<file path="src/rtl/sfd_pkg.sv">
`timescale 1ns / 1ps

package sfd_pkg;

    // Default limit on the whole frame size, header and checksum included
    localparam int DEFAULT_MAX_FRAME_BYTES = 1024;

    // Header, user id, type, two length bytes, two sequence bytes, checksum
    localparam int FRAME_OVERHEAD = 8;

    // Total length holds a 16-bit payload count plus the overhead
    localparam int TOT_W = 17;

    localparam int BYTE_W   = 8;
    localparam int SEQ_W    = 16;
    localparam int PLEN_W   = 10;
    localparam int CFG_IDX_W = 3;

    // Byte positions of the frame header
    localparam int POS_HEADER  = 0;
    localparam int POS_USER_ID = 1;
    localparam int POS_TYPE    = 2;
    localparam int POS_LEN_LO  = 3;
    localparam int POS_LEN_HI  = 4;
    localparam int POS_SEQ_LO  = 5;
    localparam int POS_SEQ_HI  = 6;

    typedef enum logic [CFG_IDX_W-1:0] {
        REG_HEADER_BYTE  = 3'd0,
        REG_USER_ID      = 3'd1,
        REG_SHAKE_TYPE   = 3'd2,
        REG_CONFIRM_TYPE = 3'd3,
        REG_MESSAGE_TYPE = 3'd4,
        REG_CONTROL_TYPE = 3'd5,
        REG_KEEPALIVE    = 3'd6
    } cfg_index_t;

    typedef enum logic [2:0] {
        STAT_NONE       = 3'd0,
        STAT_SHAKE_OK   = 3'd1,
        STAT_MESSAGE_OK = 3'd2,
        STAT_OTHER_OK   = 3'd3,
        STAT_CSUM_ERR   = 3'd4,
        STAT_TOO_LONG   = 3'd5
    } status_t;

    typedef struct packed {
        logic [BYTE_W-1:0] header_byte;
        logic [BYTE_W-1:0] expected_user_id;
        logic [BYTE_W-1:0] shake_type_code;
        logic [BYTE_W-1:0] confirm_type_code;
        logic [BYTE_W-1:0] message_type_code;
        logic [BYTE_W-1:0] control_type_code;
        logic              keepalive_enable;
    } cfg_t;

    typedef struct packed {
        logic              payload_valid;
        logic [BYTE_W-1:0] payload_byte;
        logic              frame_end;
        status_t           frame_status;
        logic [BYTE_W-1:0] end_type;
        logic [SEQ_W-1:0]  frame_sequence;
        logic [PLEN_W-1:0] payload_length;
        logic              link_ready;
        logic              send_confirm;
    } result_t;

endpackage

</file>
<file path="src/rtl/sfd_cfg_regs.sv">
`timescale 1ns / 1ps

module sfd_cfg_regs (
    input  logic                          clk,
    input  logic                          rst_n,
    input  logic                          cfg_we,
    input  logic [sfd_pkg::CFG_IDX_W-1:0] cfg_index,
    input  logic [sfd_pkg::BYTE_W-1:0]    cfg_wdata,
    output sfd_pkg::cfg_t                 cfg
);
    import sfd_pkg::*;

    cfg_t cfg_reg;
    cfg_t cfg_next;

    // Decode the register index; unknown indexes leave everything unchanged
    always_comb
    begin
        cfg_next = cfg_reg;
        if (cfg_we)
        begin
            case (cfg_index)
                REG_HEADER_BYTE:  cfg_next.header_byte       = cfg_wdata;
                REG_USER_ID:      cfg_next.expected_user_id  = cfg_wdata;
                REG_SHAKE_TYPE:   cfg_next.shake_type_code   = cfg_wdata;
                REG_CONFIRM_TYPE: cfg_next.confirm_type_code = cfg_wdata;
                REG_MESSAGE_TYPE: cfg_next.message_type_code = cfg_wdata;
                REG_CONTROL_TYPE: cfg_next.control_type_code = cfg_wdata;
                REG_KEEPALIVE:    cfg_next.keepalive_enable  = cfg_wdata[0];
                default:          cfg_next = cfg_reg;
            endcase
        end
    end

    // Hold the register file
    always_ff @(posedge clk or negedge rst_n)
    begin
        if (!rst_n)
        begin
            cfg_reg.header_byte       <= 8'hA5;
            cfg_reg.expected_user_id  <= 8'h01;
            cfg_reg.shake_type_code   <= 8'h01;
            cfg_reg.confirm_type_code <= 8'hFF;
            cfg_reg.message_type_code <= 8'h04;
            cfg_reg.control_type_code <= 8'h05;
            cfg_reg.keepalive_enable  <= 1'b0;
        end
        else
        begin
            cfg_reg <= cfg_next;
        end
    end

    assign cfg = cfg_reg;

endmodule

</file>
<file path="src/rtl/sfd_parser.sv">
`timescale 1ns / 1ps

module sfd_parser #(
    parameter int MAX_FRAME_BYTES = sfd_pkg::DEFAULT_MAX_FRAME_BYTES
) (
    input  logic                       clk,
    input  logic                       rst_n,
    input  logic                       accept,
    input  logic [sfd_pkg::BYTE_W-1:0] rx_byte,
    input  sfd_pkg::cfg_t              cfg,
    output sfd_pkg::result_t           res
);
    import sfd_pkg::*;

    localparam int POS_W = $clog2(MAX_FRAME_BYTES + 1);

    logic [POS_W-1:0]  pos_reg, pos_next;
    logic [TOT_W-1:0]  total_reg, total_next;
    logic [BYTE_W-1:0] sum_reg, sum_next;
    logic [BYTE_W-1:0] type_reg, type_next;
    logic [BYTE_W-1:0] len_lo_reg, len_lo_next;
    logic [SEQ_W-1:0]  seq_reg, seq_next;
    logic              ready_reg, ready_next;

    logic [TOT_W-1:0]  pos_inc;
    logic [BYTE_W-1:0] sum_add;
    logic [TOT_W-1:0]  plen_full;
    logic              is_shake;
    logic              is_confirm;

    assign pos_inc   = TOT_W'(pos_reg) + TOT_W'(1);
    assign sum_add   = sum_reg + rx_byte;
    assign plen_full = total_reg - TOT_W'(FRAME_OVERHEAD);
    assign is_shake   = (type_reg == cfg.shake_type_code);
    assign is_confirm = (type_reg == cfg.confirm_type_code);

    // Next state and result for the byte on the input
    always_comb
    begin
        pos_next    = pos_reg;
        total_next  = total_reg;
        sum_next    = sum_reg;
        type_next   = type_reg;
        len_lo_next = len_lo_reg;
        seq_next    = seq_reg;
        ready_next  = ready_reg;

        res = '0;
        res.frame_status = STAT_NONE;

        case (pos_reg)
            POS_W'(POS_HEADER):
            begin
                if (rx_byte == cfg.header_byte)
                begin
                    sum_next = rx_byte;
                    pos_next = POS_W'(POS_USER_ID);
                end
            end
            POS_W'(POS_USER_ID):
            begin
                // Wrong user id drops the frame and resumes the hunt
                if (rx_byte == cfg.expected_user_id)
                begin
                    sum_next = sum_add;
                    pos_next = POS_W'(POS_TYPE);
                end
                else
                begin
                    pos_next   = '0;
                    total_next = '0;
                    sum_next   = '0;
                end
            end
            POS_W'(POS_TYPE):
            begin
                type_next = rx_byte;
                sum_next  = sum_add;
                pos_next  = POS_W'(POS_LEN_LO);
            end
            POS_W'(POS_LEN_LO):
            begin
                len_lo_next = rx_byte;
                sum_next    = sum_add;
                pos_next    = POS_W'(POS_LEN_HI);
            end
            POS_W'(POS_LEN_HI):
            begin
                total_next = TOT_W'({rx_byte, len_lo_reg}) + TOT_W'(FRAME_OVERHEAD);
                sum_next   = sum_add;
                pos_next   = POS_W'(POS_SEQ_LO);
            end
            POS_W'(POS_SEQ_LO):
            begin
                seq_next = {8'h00, rx_byte};
                sum_next = sum_add;
                pos_next = POS_W'(POS_SEQ_HI);
            end
            POS_W'(POS_SEQ_HI):
            begin
                seq_next = {rx_byte, seq_reg[BYTE_W-1:0]};
                sum_next = sum_add;
                pos_next = POS_W'(POS_SEQ_HI + 1);
                // Reject an oversized frame right after its header
                if (total_reg > TOT_W'(MAX_FRAME_BYTES))
                begin
                    res.frame_end    = 1'b1;
                    res.frame_status = STAT_TOO_LONG;
                end
            end
            default:
            begin
                // Payload bytes, then the checksum byte
                if (pos_inc < total_reg)
                begin
                    res.payload_valid = 1'b1;
                    res.payload_byte  = rx_byte;
                end
                sum_next = sum_add;
                pos_next = pos_inc[POS_W-1:0];
                if (pos_inc >= total_reg)
                begin
                    res.frame_end = 1'b1;
                    if (sum_add != '0)
                    begin
                        res.frame_status = STAT_CSUM_ERR;
                    end
                    else if (is_shake || is_confirm)
                    begin
                        res.frame_status = STAT_SHAKE_OK;
                        ready_next       = 1'b1;
                        res.send_confirm = cfg.keepalive_enable && is_shake;
                    end
                    else if (type_reg == cfg.message_type_code)
                    begin
                        res.frame_status = STAT_MESSAGE_OK;
                        ready_next       = 1'b1;
                    end
                    else
                    begin
                        res.frame_status = STAT_OTHER_OK;
                        if (type_reg == cfg.control_type_code)
                        begin
                            ready_next = 1'b1;
                        end
                    end
                end
            end
        endcase

        // Frame summary fields show only on the closing byte
        if (res.frame_end)
        begin
            res.end_type       = type_next;
            res.frame_sequence = seq_next;
            res.payload_length = plen_full[PLEN_W-1:0];
            pos_next   = '0;
            total_next = '0;
            sum_next   = '0;
        end
        res.link_ready = ready_next;
    end

    // Advance the frame state on every input transfer
    always_ff @(posedge clk or negedge rst_n)
    begin
        if (!rst_n)
        begin
            pos_reg    <= '0;
            total_reg  <= '0;
            sum_reg    <= '0;
            type_reg   <= '0;
            len_lo_reg <= '0;
            seq_reg    <= '0;
            ready_reg  <= 1'b0;
        end
        else if (accept)
        begin
            pos_reg    <= pos_next;
            total_reg  <= total_next;
            sum_reg    <= sum_next;
            type_reg   <= type_next;
            len_lo_reg <= len_lo_next;
            seq_reg    <= seq_next;
            ready_reg  <= ready_next;
        end
    end

    // A closed or rejected frame always restarts the hunt
    assert property (@(posedge clk) disable iff (!rst_n)
        accept && res.frame_end |=> pos_reg == '0 && sum_reg == '0)
    else $error("frame end did not restart the hunt");

    // Payload and frame end never share a byte
    assert property (@(posedge clk) disable iff (!rst_n)
        !(res.payload_valid && res.frame_end))
    else $error("payload byte flagged as frame end");

    // Confirm requests come only with a good handshake frame
    assert property (@(posedge clk) disable iff (!rst_n)
        res.send_confirm |-> res.frame_end && res.frame_status == STAT_SHAKE_OK)
    else $error("confirm request without good handshake");

    // Link ready is sticky until reset
    assert property (@(posedge clk) disable iff (!rst_n)
        ready_reg |=> ready_reg)
    else $error("link ready flag dropped");

endmodule

</file>
<file path="src/rtl/sfd_out_stage.sv">
`timescale 1ns / 1ps

module sfd_out_stage (
    input  logic             clk,
    input  logic             rst_n,
    input  logic             in_valid,
    output logic             in_ready,
    input  sfd_pkg::result_t in_res,
    output logic             out_valid,
    input  logic             out_ready,
    output sfd_pkg::result_t out_res
);
    import sfd_pkg::*;

    logic    valid_reg, valid_next;
    result_t res_reg;

    // Take a new result whenever the held one leaves or the slot is empty
    assign in_ready = !valid_reg || out_ready;

    always_comb
    begin
        valid_next = valid_reg;
        if (in_ready)
        begin
            valid_next = in_valid;
        end
    end

    always_ff @(posedge clk or negedge rst_n)
    begin
        if (!rst_n)
        begin
            valid_reg <= 1'b0;
        end
        else
        begin
            valid_reg <= valid_next;
        end
    end

    // Load the payload on each input transfer
    always_ff @(posedge clk)
    begin
        if (in_valid && in_ready)
        begin
            res_reg <= in_res;
        end
    end

    assign out_valid = valid_reg;
    assign out_res   = res_reg;

endmodule

</file>
<file path="src/rtl/serial_frame_deframer_checksum.sv">
`timescale 1ns / 1ps
// A result appears on m_tvalid in the cycle after its byte transfers on the slave side.
// Throughput: one byte per cycle unless m_tready stalls the output; state updates per byte.
// A new byte transfers in the cycle the held result leaves; a stalled result holds s_tready low.
// Reset (rst_n low, asynchronous) clears frame state, link ready and the output valid,
// and loads the configuration registers with their default values.

module serial_frame_deframer_checksum #(
    parameter int MAX_FRAME_BYTES = sfd_pkg::DEFAULT_MAX_FRAME_BYTES
) (
    input  logic                          clk,
    input  logic                          rst_n,
    // Configuration write port
    input  logic                          cfg_we,
    input  logic [sfd_pkg::CFG_IDX_W-1:0] cfg_index,
    input  logic [sfd_pkg::BYTE_W-1:0]    cfg_wdata,
    // Received bytes
    input  logic                          s_tvalid,
    output logic                          s_tready,
    input  logic [7:0]                    s_tdata,   // [7:0] rx_byte
    // Results
    output logic                          m_tvalid,
    input  logic                          m_tready,
    output logic [47:0]                   m_tdata,   // [7:0] payload_byte, [10:8] frame_status,
                                                     // [18:11] end_type,
                                                     // [34:19] frame_sequence,
                                                     // [44:35] payload_length,
                                                     // [45] link_ready, [46] send_confirm,
                                                     // [47] zero
    output logic                          m_tlast,   // frame_end
    output logic                          m_tuser    // payload_valid
);
    import sfd_pkg::*;

    cfg_t    cfg;
    result_t parse_res;
    result_t out_res;
    logic    accept;

    assign accept = s_tvalid && s_tready;

    sfd_cfg_regs u_cfg_regs (
        .clk       (clk),
        .rst_n     (rst_n),
        .cfg_we    (cfg_we),
        .cfg_index (cfg_index),
        .cfg_wdata (cfg_wdata),
        .cfg       (cfg)
    );

    sfd_parser #(
        .MAX_FRAME_BYTES (MAX_FRAME_BYTES)
    ) u_parser (
        .clk     (clk),
        .rst_n   (rst_n),
        .accept  (accept),
        .rx_byte (s_tdata),
        .cfg     (cfg),
        .res     (parse_res)
    );

    sfd_out_stage u_out_stage (
        .clk       (clk),
        .rst_n     (rst_n),
        .in_valid  (s_tvalid),
        .in_ready  (s_tready),
        .in_res    (parse_res),
        .out_valid (m_tvalid),
        .out_ready (m_tready),
        .out_res   (out_res)
    );

    // Pack the result onto the master side
    assign m_tdata = {1'b0,
                      out_res.send_confirm,
                      out_res.link_ready,
                      out_res.payload_length,
                      out_res.frame_sequence,
                      out_res.end_type,
                      3'(out_res.frame_status),
                      out_res.payload_byte};
    assign m_tlast = out_res.frame_end;
    assign m_tuser = out_res.payload_valid;

endmodule
</file>
<file path="config.mk">
export PLATFORM = sky130hd
export DESIGN_NAME = serial_frame_deframer_checksum
export DESIGN_NICKNAME = d
export VERILOG_FILES = /design/src/rtl/sfd_pkg.sv /design/src/rtl/sfd_cfg_regs.sv /design/src/rtl/sfd_parser.sv /design/src/rtl/sfd_out_stage.sv /design/src/rtl/serial_frame_deframer_checksum.sv
export SDC_FILE = /design/constraint.sdc
export NUM_CORES = 1
export LEC_CHECK = 0
export BUFFER_PORTS_ARGS = -buffer_cell sky130_fd_sc_hd__buf_2
export CORE_MARGIN = 5
export CORE_UTILIZATION = 45
export CTS_BUF_LIST = sky130_fd_sc_hd__clkbuf_4 sky130_fd_sc_hd__clkbuf_8
export DETAILED_ROUTE_END_ITERATION = 8
export GPL_ROUTABILITY_DRIVEN = 0
export SYNTH_ARGS = -nofsm -noshare
export SYNTH_HDL_FRONTEND = slang
export SYNTH_SLANG_ARGS = --single-unit
</file>
<file path="constraint.sdc">
create_clock -name clk -period 4.65 [get_ports clk]
set_input_delay 0.465 -clock clk [delete_from_list [all_inputs] [get_ports clk]]
set_output_delay 0.465 -clock clk [all_outputs]
set_load 0.05 [all_outputs]
</file>
==> results of run 1 <==
-- per-stage QoR --
step	util, %	instances	setup slack (ns)	hold slack [ns]
6_report	51.2	1107	0.791	0.101
5_1_grt	51.2	1107	0.482	0.174
4_1_cts	51.2	1107	0.838	0.129
3_5_place_dp	49.0	1075	0.896	0.445
3_3_place_gp	49.0	1075	1.00	0.432
2_1_floorplan	-	778	1.22	0.169
-- area by class of cell --
cell class | instances | share of cell area, %
clock buffer | 20 | 2.72
clock inverter | 12 | 1.48
inverter | 23 | 0.893
multi-input combinational | 541 | 40.7
sequential | 168 | 46.2
tap | 260 | 3.37
timing repair buffer | 83 | 4.56
-- placed cells by master, fill, tap and decap left out, types with 4 or more instances in the layout --
cell,count
o21ai_2,10
inv_1,21
nand2b_1,6
clkinv_4,5
mux2_2,62
xnor2_1,57
nor3_1,9
and2_1,11
a211oi_1,4
nor2b_1,6
and3_1,8
nand4_1,16
a21o_1,10
buf_2,73
o31ai_1,7
edfxtp_1,49
o21ai_0,26
dfrtp_1,102
a22oi_1,23
nor2_1,47
nand3_1,26
clkbuf_8,18
buf_4,10
a21oi_1,20
or3_1,6
xor2_1,21
dfstp_2,17
a22o_1,21
a31oi_1,4
nand2_1,66
o21bai_1,5
ha_1,25
-- layer usage --
metal  share of wire, %  wire length (µm)  GRT usage (%)  vias to the layer above
li1                   -                 -              -                     2901
met1                 49              9980           27.1                     3078
met2                 46              9500           29.7                      137
met3                3.5               720           3.56                       26
met4                1.2               243           5.54                        0
met5                  0                 0              0                        -
-- power by group through the flow --
stage          registers, mW  clock network (mW)  logic, mW
6_report                2.49                1.08       3.19
5_1_grt                 2.54                1.17       3.53
4_1_cts                 2.48                1.10       3.20
3_5_place_dp            2.52                   0       3.18
3_3_place_gp            2.50                   0       3.13
2_1_floorplan           2.81                   0       2.16
-- cell families (layout without fill, tap and decap cells) --
family / count (synthesis) / count (layout) / share of synthesized area, %
buf+inv: 69 / 138 / 3.45
other cells: 1 / 1 / 0.0431
fa+ha+maj: 26 / 26 / 3.82
flops: 168 / 168 / 51.3
xor+xnor: 78 / 78 / 7.84
compound gates: 150 / 150 / 12.4
mux: 62 / 62 / 8.02
simple gates: 224 / 224 / 13.1
-- worst max-delay path, cell delays in order, from the launching register on --
cell and delay [ns]:
dfrtp_1 0.63, and3_1 0.25, and3_1 0.24, nand3_1 0.18, nor2_1 0.18, xor2_1 0.24, ha_1 0.29, a21o_1 0.16
a21oi_1 0.22, o32a_2 0.19, and3_1 0.19, inv_2 0.11, or4_4 0.68, o21ai_0 0.21
-- how the worst min path moves through the flow --
stage / from / endpoint / slack [ns] / depth (start not counted)
floorplan: rst_n / u_cfg_regs.cfg[0] / 0.17 / 0
global placement: u_parser.ready_reg / u_parser.ready_reg / 0.43 / 1
detailed placement: u_parser.ready_reg / u_parser.ready_reg / 0.44 / 1
CTS: rst_n / u_out_stage.out_valid / 0.13 / 1
global route: rst_n / u_out_stage.out_valid / 0.17 / 1
finish: rst_n / u_out_stage.out_valid / 0.10 / 1
==> impl_results.md, run 1 <==
- CTS Buffer Depth: 2
- Synth top area cells: dfrtp_1 (29%), edfxtp_1 (17%), mux2_2 (8.0%), xnor2_1 (5.7%), dfstp_2 (5.1%)
- Ys flop type: dfrtp_1
- Final hold vios: 0
- Starting Density: 46.1%
- F_max: 259 MHz
- CP Launch Type: flop
- Nets@finish: 884
- Most common cell in the synthesized netlist: dfrtp_1
- EDFF count, synth: 49
- Vias: 6142
- Synth top area share: 29.3%
- P_int: 3.77 mW
- Largest net degree at the start of global routing: 72
- Worst Reg-to-Reg Cells: 13
- R2r endpoint: u_parser.total_reg[7]
- Synth top cells by count: dfrtp_1 (102), nand2_1 (66), mux2_2 (62)
- Worst-path clk slew: 0.10 ns
- Status: finished, final reports clean
- DRC: 0
- Cts bufs inserted: 17
- Grt ovf: 0
- 1st-pass router iterations: 5
- Pleak: 4.07 nW
- Root Driver: clkbuf_8
- Final Cell Area: 0.00967 mm²
- Slew @ Worst Pin: 1.27 ns
- Setup-failing EPs final: 0
- Final Total Pwr: 6.76 mW
- Post-synthesis sequential area ratio: 51.3%
- Fillers: 1712
- DIE WIDTH: 149 µm
- I/O pin cnt: 76
- Wire length per cell: 18.5 µm
- Hold WC Path Type: in -> async
- Clock sink count: 168
- Starting DRT DRC Count: 374
- Post-DP HPWL: 14.4 mm
- Power share of the combinational group: 47.3%
- Number of H-tree levels: 4
- Core area: 0.0189 mm²
- Layout cell share with drive strength beyond 1: 25.6%
- Slew margin rel.: 15.1%
- Post-synth ARST share: 70.8%
- Port Buffers: 74
- Post-CTS setup buffer count: 0
- Power share of the clock group: 15.9%
- Req. time, crit path: 5.03 ns
- Initial antenna violation count: 1
- Reg area: 0.00447 mm²
- Multi-input logic area: 0.00394 mm²
- Max-cap viol count: 0
- Psw: 2.98 mW
- Post-route ant nets: 0
- GRT Util Overall: 19.0%
- Die area: 0.0222 mm²
- Count of pins over their slew limit: 0
- VDD IR max: 0.000445 V
- Synthesized area: 0.00871 mm²
- Setup crit end: u_parser.total_reg[7]
- Average size of a mapped cell: 11.2 µm²
- Critical Path Fanout Max: 17
- Area Overhead vs Synth: 11.0%
- Routed WL: 20.4 mm
- Switching part of the total: 44.1%
- TritonCTS clock tree: built
- RSZ-0062 raised after global routing: false
- Number of global-route vias before repair: 6086
- Critical Path AT: 4.24 ns
- Worst skew pair latency: 0.47 ns
- Via-to-Cell Ratio: 5.55
- Die Ht: 149 µm
- Setup TNS: 0 ns
- Standard-cell rows: 50
- Flop pwr share: 36.8%
- Cell Area, Placed: 0.00926 mm²
- Distinct cell type count after synthesis: 63
- Post-CTS sizing: 0
- CP endpoint kind: flop
- Final worst-path cycle share: 83.0%
- Clock period minus worst slack: 3.86 ns
- First-pass GRT wire length: 33.2 mm
- Inserted Diodes: 0
- Final Skew: 0.0123 ns
- Yosys Warn Count: 0
- Syn Nets: 828
- Cell taking the most area after synthesis: dfrtp_1
- Power Dens Cells: 699 mW/mm²
- Worst Setup SP: u_parser.pos_reg[2]
- Crit path kind: reg -> reg
- Post-Synthesis Cells: 778
- Hold buffer count at CTS: 0
- R2r startpoint: u_parser.pos_reg[2]
- Flops & latches, synth: 168
- R2R Setup Slk: 0.79 ns
Power figures use the tool's default switching activity.
==> run 2, diff against run 1 <==
Clock period 4.65 ns to 3.69 ns, I/O delays scaled along.
==> run 2 against run 1 <==
Cell count grew 1.4%. Non-clock buffer count grew 15. Critical path depth is the same.
==> impl_results.md, run 2 (synthesized netlist as in run 1, its figures left out) <==
- Status: finished, final reports clean (unchanged)
- Routed WL: 20.6 mm (was 20.4 mm)
- Starting Density: 46.1% (unchanged)
- Commonest cells after routing, fill and taps aside: dfrtp_1 (99), buf_2 (73), nand2_1 (66), mux2_2 (62), xnor2_1 (57) (was dfrtp_1 (102), buf_2 (73), nand2_1 (66), mux2_2 (62), xnor2_1 (57))
- Port Buffers: 74 (unchanged)
- Initial antenna violation count: 0 (was 1)
- 1st-pass router iterations: 4 (was 5)
- Switching part of the total: 44.2% (was 44.1%)
- Count of pins over their slew limit: 0 (unchanged)
- Final hold vios: 0 (unchanged)
- Die Ht: 149 µm (unchanged)
- Hold Crit Endpoint: u_out_stage.out_valid
- Clock period minus worst slack: 3.43 ns (was 3.86 ns)
- Commonest non-fill, non-tap cell in the layout: dfrtp_1 (unchanged)
- Critical Path AT: 3.81 ns (was 4.24 ns)
- CP Launch Type: flop (unchanged)
- Worst Reg-to-Reg Cells: 13 (unchanged)
- Number of global-route vias before repair: 6197 (was 6086)
- Number of H-tree levels: 4 (unchanged)
- Final setup margin: 0.259 ns (was 0.791 ns)
- Die area: 0.0222 mm² (unchanged)
- Worst skew pair latency: 0.47 ns (about the same)
- Cts bufs inserted: 17 (unchanged)
- Critical Path Fanout Max: 17 (unchanged)
- Final worst-path cycle share: 93.0% (was 83.0%)
- GRT Util Overall: 19.2% (was 19.0%)
- Reg area: 0.00447 mm² (about the same)
- Req. time, crit path: 4.07 ns (was 5.03 ns)
- CP endpoint kind: flop (unchanged)
- Nets@finish: 899 (was 884)
- Largest net degree at the start of global routing: 63 (was 72)
- Setup WS pre-CTS: 0.148 ns (was 0.896 ns)
- Core area: 0.0189 mm² (unchanged)
- Worst hold stages: 2
- I/O pin cnt: 76 (unchanged)
- Post-DP HPWL: 14.9 mm (was 14.4 mm)
- R2R Setup Slk: 0.26 ns (was 0.79 ns)
- First-pass GRT wire length: 33.5 mm (was 33.2 mm)
- DIE WIDTH: 149 µm (unchanged)
- Grt ovf: 0 (unchanged)
- F_max: 291 MHz (was 259 MHz)
- Layout cell share with drive strength beyond 1: 27.3% (was 25.6%)
- Vias: 6165 (was 6142)
- Wire length per cell: 18.3 µm (was 18.5 µm)
- CTS Buffer Depth: 2 (unchanged)
- VDD IR max: 0.000631 V (was 0.000445 V)
- Psw: 3.81 mW (was 2.98 mW)
- P_int: 4.82 mW (was 3.77 mW)
- Crit path kind: reg -> reg (unchanged)
- Pleak: 4.13 nW (was 4.07 nW)
- Worst-path clk slew: 0.09 ns (was 0.10 ns)
- Root Driver: clkbuf_8 (unchanged)
- Max-cap viol count: 0 (unchanged)
- Starting DRT DRC Count: 349 (was 374)
- R2r endpoint: u_parser.total_reg[9] (was u_parser.total_reg[7])
- DRC: 0 (unchanged)
- Via-to-Cell Ratio: 5.49 (was 5.55)
- Power share of the combinational group: 48.8% (was 47.3%)
- Power Dens Cells: 881 mW/mm² (was 699 mW/mm²)
- Hold WC Path Type: in -> reg (was in -> async)
- Final core occ: 51.8% (was 51.2%)
- Area Overhead vs Synth: 12.4% (was 11.0%)
- Post-route ant nets: 0 (unchanged)
- Power share of the clock group: 15.0% (was 15.9%)
- Slew @ Worst Pin: 1.11 ns (was 1.27 ns)
- Fillers: 1709 (was 1712)
- Clock sink count: 168 (unchanged)
- Slew margin rel.: 25.3% (was 15.1%)
- RSZ-0062 raised after global routing: true (was false)
- R2r startpoint: u_parser.pos_reg[1] (was u_parser.pos_reg[2])
- Hold Path Origin: s_tvalid
- Multi-input logic area: 0.00394 mm² (about the same)
- Setup-failing EPs final: 0 (unchanged)
- Standard-cell rows: 50 (unchanged)
- Flop pwr share: 36.3% (was 36.8%)
- Final Skew: 0.0220 ns (was 0.0123 ns)
- TritonCTS clock tree: built (unchanged)
==> run 2: cell types whose count changed in the layout (fill, tap and decap cells not counted), moves of 3 or more <==
cell,delta
dfrtp_2,+3
clkinv_4,-4
inv_4,+3
buf_4,+13
dfrtp_1,-3
==> run 2: how the worst max path moves through the flow <==
stage                        start                     end
6_report       u_parser.pos_reg[1]   u_parser.total_reg[9]
5_1_grt        u_parser.pos_reg[0]   u_parser.total_reg[9]
4_1_cts        u_parser.pos_reg[0]   u_parser.total_reg[8]
3_5_place_dp   u_parser.pos_reg[0]   u_parser.total_reg[8]
3_3_place_gp   u_parser.pos_reg[0]   u_parser.total_reg[6]
2_1_floorplan  u_parser.pos_reg[0]  u_parser.total_reg[16]
==> run 2: final cells by class <==
| type | instances | share of cell area (%) |
|---|---|---|
| Tap cell | 260 | 3.32 |
| Multi-Input combinational cell | 541 | 40.3 |
| Clock buffer | 21 | 2.83 |
| Sequential cell | 168 | 45.7 |
| Timing Repair Buffer | 98 | 5.80 |
| Clock inverter | 11 | 1.13 |
| Inverter | 23 | 0.882 |
| Antenna cell | 1 | 0.0256 |
==> run 2: power by group through the flow <==
stage | clock [mW] | combinational [mW] | sequential, mW
2_1_floorplan | 0 | 2.72 | 3.55
3_3_place_gp | 0 | 4.09 | 3.13
3_5_place_dp | 0 | 4.18 | 3.16
4_1_cts | 1.32 | 4.20 | 3.13
5_1_grt | 1.41 | 4.64 | 3.19
6_report | 1.29 | 4.20 | 3.13
==> run 2: layer usage <==
layer | vias up | GRT usage [%] | wire (µm)
met2 | 156 | 30.6 | 9710
met3 | 27 | 3.56 | 868
met5 | - | 0 | 0
met1 | 3044 | 26.7 | 9690
met4 | 0 | 6.04 | 303
li1 | 2938 | - | -
==> run 2: repair_timing <==
item                       CTS  global route
hold buffers                 1             0
gates resized for setup      0             5
buffers inserted             0             0
setup endpoints to repair    0            18
hold endpoints to repair    24             0
==> run 2: stage by stage <==
stage	hold WS, ns	instance area (µm²)	cells	TNS, ns	power (mW)
after global placement	0.432	9380	1089	0	7.22
after floorplan	0.0734	8710	778	0	6.26
final	0.110	9790	1123	0	8.62
after global routing	0.110	9780	1122	-0.000451	9.24
after detailed placement	0.438	9380	1089	0	7.35
after CTS	0.0879	9780	1122	0	8.65
==> run 2: critical path, stage by stage, from the launching register on <==
cell and delay, ns:
dfrtp_1 0.45, ha_1 0.20, and3_1 0.24, nand3_1 0.18, nor2_1 0.17, xor2_1 0.22, ha_1 0.28, a21o_1 0.17
a21oi_1 0.22, o32a_2 0.19, and3_1 0.19, inv_2 0.04, or4_4 0.56, o21ai_0 0.22
==> run 3, diff against run 2 <==
Settings changed: ABC_AREA set to 1, CTS_CLUSTER_DIAMETER set to 30, REMOVE_ABC_BUFFERS set to 1.
==> run 3 against run 2 <==
Sequential power down 9.9%. The run now ends with negative hold slack left. Count of clock-buffer cells in the layout unchanged. Critical path type unchanged. Design area up 3.3%. Clock power up 8%. Combinational power down 15%. Largest power group unchanged. Register-to-register slack better by 0.17 ns.
==> impl_results.md, run 3 <==
- I/O pin cnt: 76 (unchanged)
- GRT Util Overall: 18.7% (was 19.2%)
- DRC: 0 (unchanged)
- Post-Synthesis Cells: 1090 (was 778)
- Wire length per cell: 14.8 µm (was 18.3 µm)
- Layout cell share with drive strength beyond 1: 14.5% (was 27.3%)
- Setup WS pre-CTS: 0.485 ns (was 0.148 ns)
- Die Ht: 152 µm (was 149 µm)
- Flops & latches, synth: 168 (unchanged)
- Flop pwr share: 36.2% (was 36.3%)
- Initial antenna violation count: 0 (unchanged)
- Worst-path clk slew: 0.09 ns (about the same)
- Nets@finish: 1199 (was 899)
- Grt ovf: 0 (unchanged)
- EDFF count, synth: 49 (unchanged)
- Pleak: 4.85 nW (was 4.13 nW)
- Post-synthesis sequential area ratio: 49.1% (was 51.3%)
- Core area: 0.0200 mm² (was 0.0189 mm²)
- Ys flop type: dfrtp_1 (unchanged)
- R2R Setup Slk: 0.43 ns (was 0.26 ns)
- Yosys Warn Count: 0 (unchanged)
- Final worst-path cycle share: 88.3% (was 93.0%)
- Slew @ Worst Pin: 0.857 ns (was 1.11 ns)
- RSZ-0062 raised after global routing: false (was true)
- F_max: 307 MHz (was 291 MHz)
- Commonest non-fill, non-tap cell in the layout: nand2_1 (was dfrtp_1)
- Port Buffers: 74 (unchanged)
- Final hold vios: 2 (was 0)
- Psw: 3.46 mW (was 3.81 mW)
- Synth top area cells: dfrtp_1 (28%), edfxtp_1 (16%), nand2_1 (12%), dfstp_2 (4.9%), inv_1 (4.9%) (was dfrtp_1 (29%), edfxtp_1 (17%), mux2_2 (8.0%), xnor2_1 (5.7%), dfstp_2 (5.1%))
- Standard-cell rows: 52 (was 50)
- Most common cell on crit path: nand2_1
- Routed WL: 21.2 mm (was 20.6 mm)
- Levels on crit path: 19 (was 13)
- Critical-path cell list: ha_1, inv_1, nor3_1, nand2_1, nor2_1, xor2_1, ha_1, nand2_1, nand2_1, nand2_1, a21oi_1, nor2_1, nand3_1, nand2_4, nand3_2, nand2_4, buf_4, nand2_1, o21ai_1 (was ha_1, and3_1, nand3_1, nor2_1, xor2_1, ha_1, a21o_1, a21oi_1, o32a_2, and3_1, inv_2, or4_4, o21ai_0)
- Critical Path AT: 3.64 ns (was 3.81 ns)
- Post-CTS sizing: 0 (unchanged)
- R2r startpoint: u_parser.pos_reg[0] (was u_parser.pos_reg[1])
- Clock sink count: 168 (unchanged)
- Post-route ant nets: 0 (unchanged)
- DIE WIDTH: 152 µm (was 149 µm)
- Synth top area share: 28.1% (was 29.3%)
- CP Buf/Inv Count: 2 (was 1)
- Critical Path Fanout Max: 27 (was 17)
- Area Overhead vs Synth: 11.1% (was 12.4%)
- Cts bufs inserted: 17 (unchanged)
- Post-CTS setup buffer count: 0 (unchanged)
- Hold WC Path Type: in -> async (was in -> reg)
- CP Launch Type: flop (unchanged)
- VDD IR max: 0.000326 V (was 0.000631 V)
- CP max stage cell: dfrtp_1 (was or4_4)
- Commonest cells after routing, fill and taps aside: nand2_1 (283), inv_1 (119), nor2_1 (118), dfrtp_1 (102), o21ai_0 (85) (was dfrtp_1 (99), buf_2 (73), nand2_1 (66), mux2_2 (62), xnor2_1 (57))
- Count of pins over their slew limit: 0 (unchanged)
- TritonCTS clock tree: built (unchanged)
- Post-DP HPWL: 15.2 mm (was 14.9 mm)
- Top delay family on crit path: simple AND/OR/NAND/NOR gates (unchanged)
- Vias: 7127 (was 6165)
- Synthesized area: 0.00910 mm² (was 0.00871 mm²)
- Worst skew pair latency: 0.46 ns (was 0.47 ns)
- Power share of the clock group: 17.9% (was 15.0%)
- Req. time, crit path: 4.07 ns (about the same)
- Synth top cells by count: nand2_1 (283), inv_1 (119), nor2_1 (118) (was dfrtp_1 (102), nand2_1 (66), mux2_2 (62))
- Die area: 0.0232 mm² (was 0.0222 mm²)
- Worst Setup SP: u_parser.pos_reg[0] (was u_parser.pos_reg[1])
- CP endpoint kind: flop (unchanged)
- Number of global-route vias before repair: 6857 (was 6197)
- Starting DRT DRC Count: 696 (was 349)
- Worst Reg-to-Reg Cells: 19 (was 13)
- Largest stage delay, worst path: 0.44 ns (was 0.56 ns)
- Cell taking the most area after synthesis: dfrtp_1 (unchanged)
- P_int: 4.31 mW (was 4.82 mW)
- Distinct cell type count after synthesis: 46 (was 63)
- Post-synth ARST share: 70.8% (unchanged)
- Hold buffer count at CTS: 0 (was 1)
- Number of H-tree levels: 4 (unchanged)
- Switching part of the total: 44.6% (was 44.2%)
- Root Driver: clkbuf_8 (unchanged)
- Max-cap viol count: 0 (unchanged)
- 1st-pass router iterations: 5 (was 4)
- Starting Density: 45.4% (was 46.1%)
- Setup-failing EPs final: 0 (unchanged)
- Clock period minus worst slack: 3.26 ns (was 3.43 ns)
- Final Skew: 0.0137 ns (was 0.0220 ns)
- Final Total Pwr: 7.77 mW (was 8.62 mW)
- Power Dens Cells: 769 mW/mm² (was 881 mW/mm²)
- Via-to-Cell Ratio: 4.98 (was 5.49)
- Average size of a mapped cell: 8.35 µm² (was 11.2 µm²)
- Hold WS: -0.00165 ns (was 0.110 ns)
- Failing checks: negative hold slack
- Crit path kind: reg -> reg (unchanged)
- Final setup margin: 0.431 ns (was 0.259 ns)
- Status: complete, but fails checks (was finished, final reports clean)
- CTS Buffer Depth: 2 (unchanged)
- First-pass GRT wire length: 35.3 mm (was 33.5 mm)
- Slew margin rel.: 42.9% (was 25.3%)
- Most common cell in the synthesized netlist: nand2_1 (was dfrtp_1)
- Power share of the combinational group: 45.9% (was 48.8%)
- Inserted Diodes: 0 (was 1)
- Setup TNS: 0 ns (unchanged)
- Largest net degree at the start of global routing: 68 (was 63)
[run 3: cell count changes in the layout (fill, tap and decap cells not counted), sizes merged, moves of 13 or more]
cell / before / now
nor2: 49 / 125
inv: 30 / 129
mux2: 62 / 0
a22oi: 23 / 0
a22o: 21 / 0
o22ai: 3 / 16
nand3: 26 / 39
nand4: 16 / 32
xnor2: 57 / 27
nand2: 66 / 293
xor2: 21 / 39
o21ai: 37 / 93
buf: 97 / 81
[run 3: logic make-up (layout without fill, tap and decap cells)]
group	count (synthesis)	count (layout)	synth area share, %
XOR/XNOR	66	66	6.35
buffers and inverters	170	242	7.56
other	1	1	0.0412
AO/OA/AOI/OAI	144	144	8.53
AND/OR/NAND/NOR	515	515	24.7
flip-flops	168	168	49.1
adder cells (fa/ha/maj)	26	26	3.66
[run 3: final timing paths]
| check | endpoint |
|---|---|
| min | u_parser.pos_reg[9] |
| min reg2reg | u_parser.ready_reg |
| min in group clk | u_out_stage.out_valid |
| max | u_parser.pos_reg[10] |
| max in group asynchronous | u_cfg_regs.cfg[41] |
| max reg2reg | u_parser.pos_reg[10] |
[run 3: worst register-to-register path, cell delays in order, from the launching register on]
cell and delay [ns]:
dfrtp_1 0.44, ha_1 0.23, inv_1 0.07, nor3_1 0.31, nand2_1 0.15, nor2_1 0.14, xor2_1 0.20, ha_1 0.27
nand2_1 0.06, nand2_1 0.05, nand2_1 0.06, a21oi_1 0.07, nor2_1 0.14, nand3_1 0.17, nand2_4 0.15, nand3_2 0.09
nand2_4 0.07, buf_4 0.29, nand2_1 0.10, o21ai_1 0.11
[run 3: cell type report]
cell class | count | area [µm²]
fillers | 1986 | 9930
flip-flops and latches | 168 | 4470
multi-input cells | 752 | 3940
inverters | 129 | 485
repair buffers | 81 | 450
well taps | 270 | 338
clock buffers | 21 | 283
clock inverters | 11 | 140
[run 3: power groups by stage]
stage	logic [mW]	clock network [mW]	registers, mW
4_1_cts	3.60	1.42	2.82
3_3_place_gp	3.55	0	2.85
2_1_floorplan	2.20	0	3.25
6_report	3.57	1.39	2.82
5_1_grt	4.01	1.50	2.88
3_5_place_dp	3.59	0	2.85
[run 3: per-layer routing]
layer  GRT usage (%)  wire, µm
met1            26.0     10100
met2            30.4      9880
met3            3.44       938
met4            4.79       251
met5               0         0
[run 3: per-stage QoR]
stage / cells / util (%) / instance area, µm²
2_1_floorplan: 1049 / - / 8890
5_1_grt: 1432 / 50.4 / 10100
3_3_place_gp: 1400 / 48.3 / 9680
6_report: 1432 / 50.4 / 10100
3_5_place_dp: 1400 / 48.3 / 9680
4_1_cts: 1432 / 50.4 / 10100
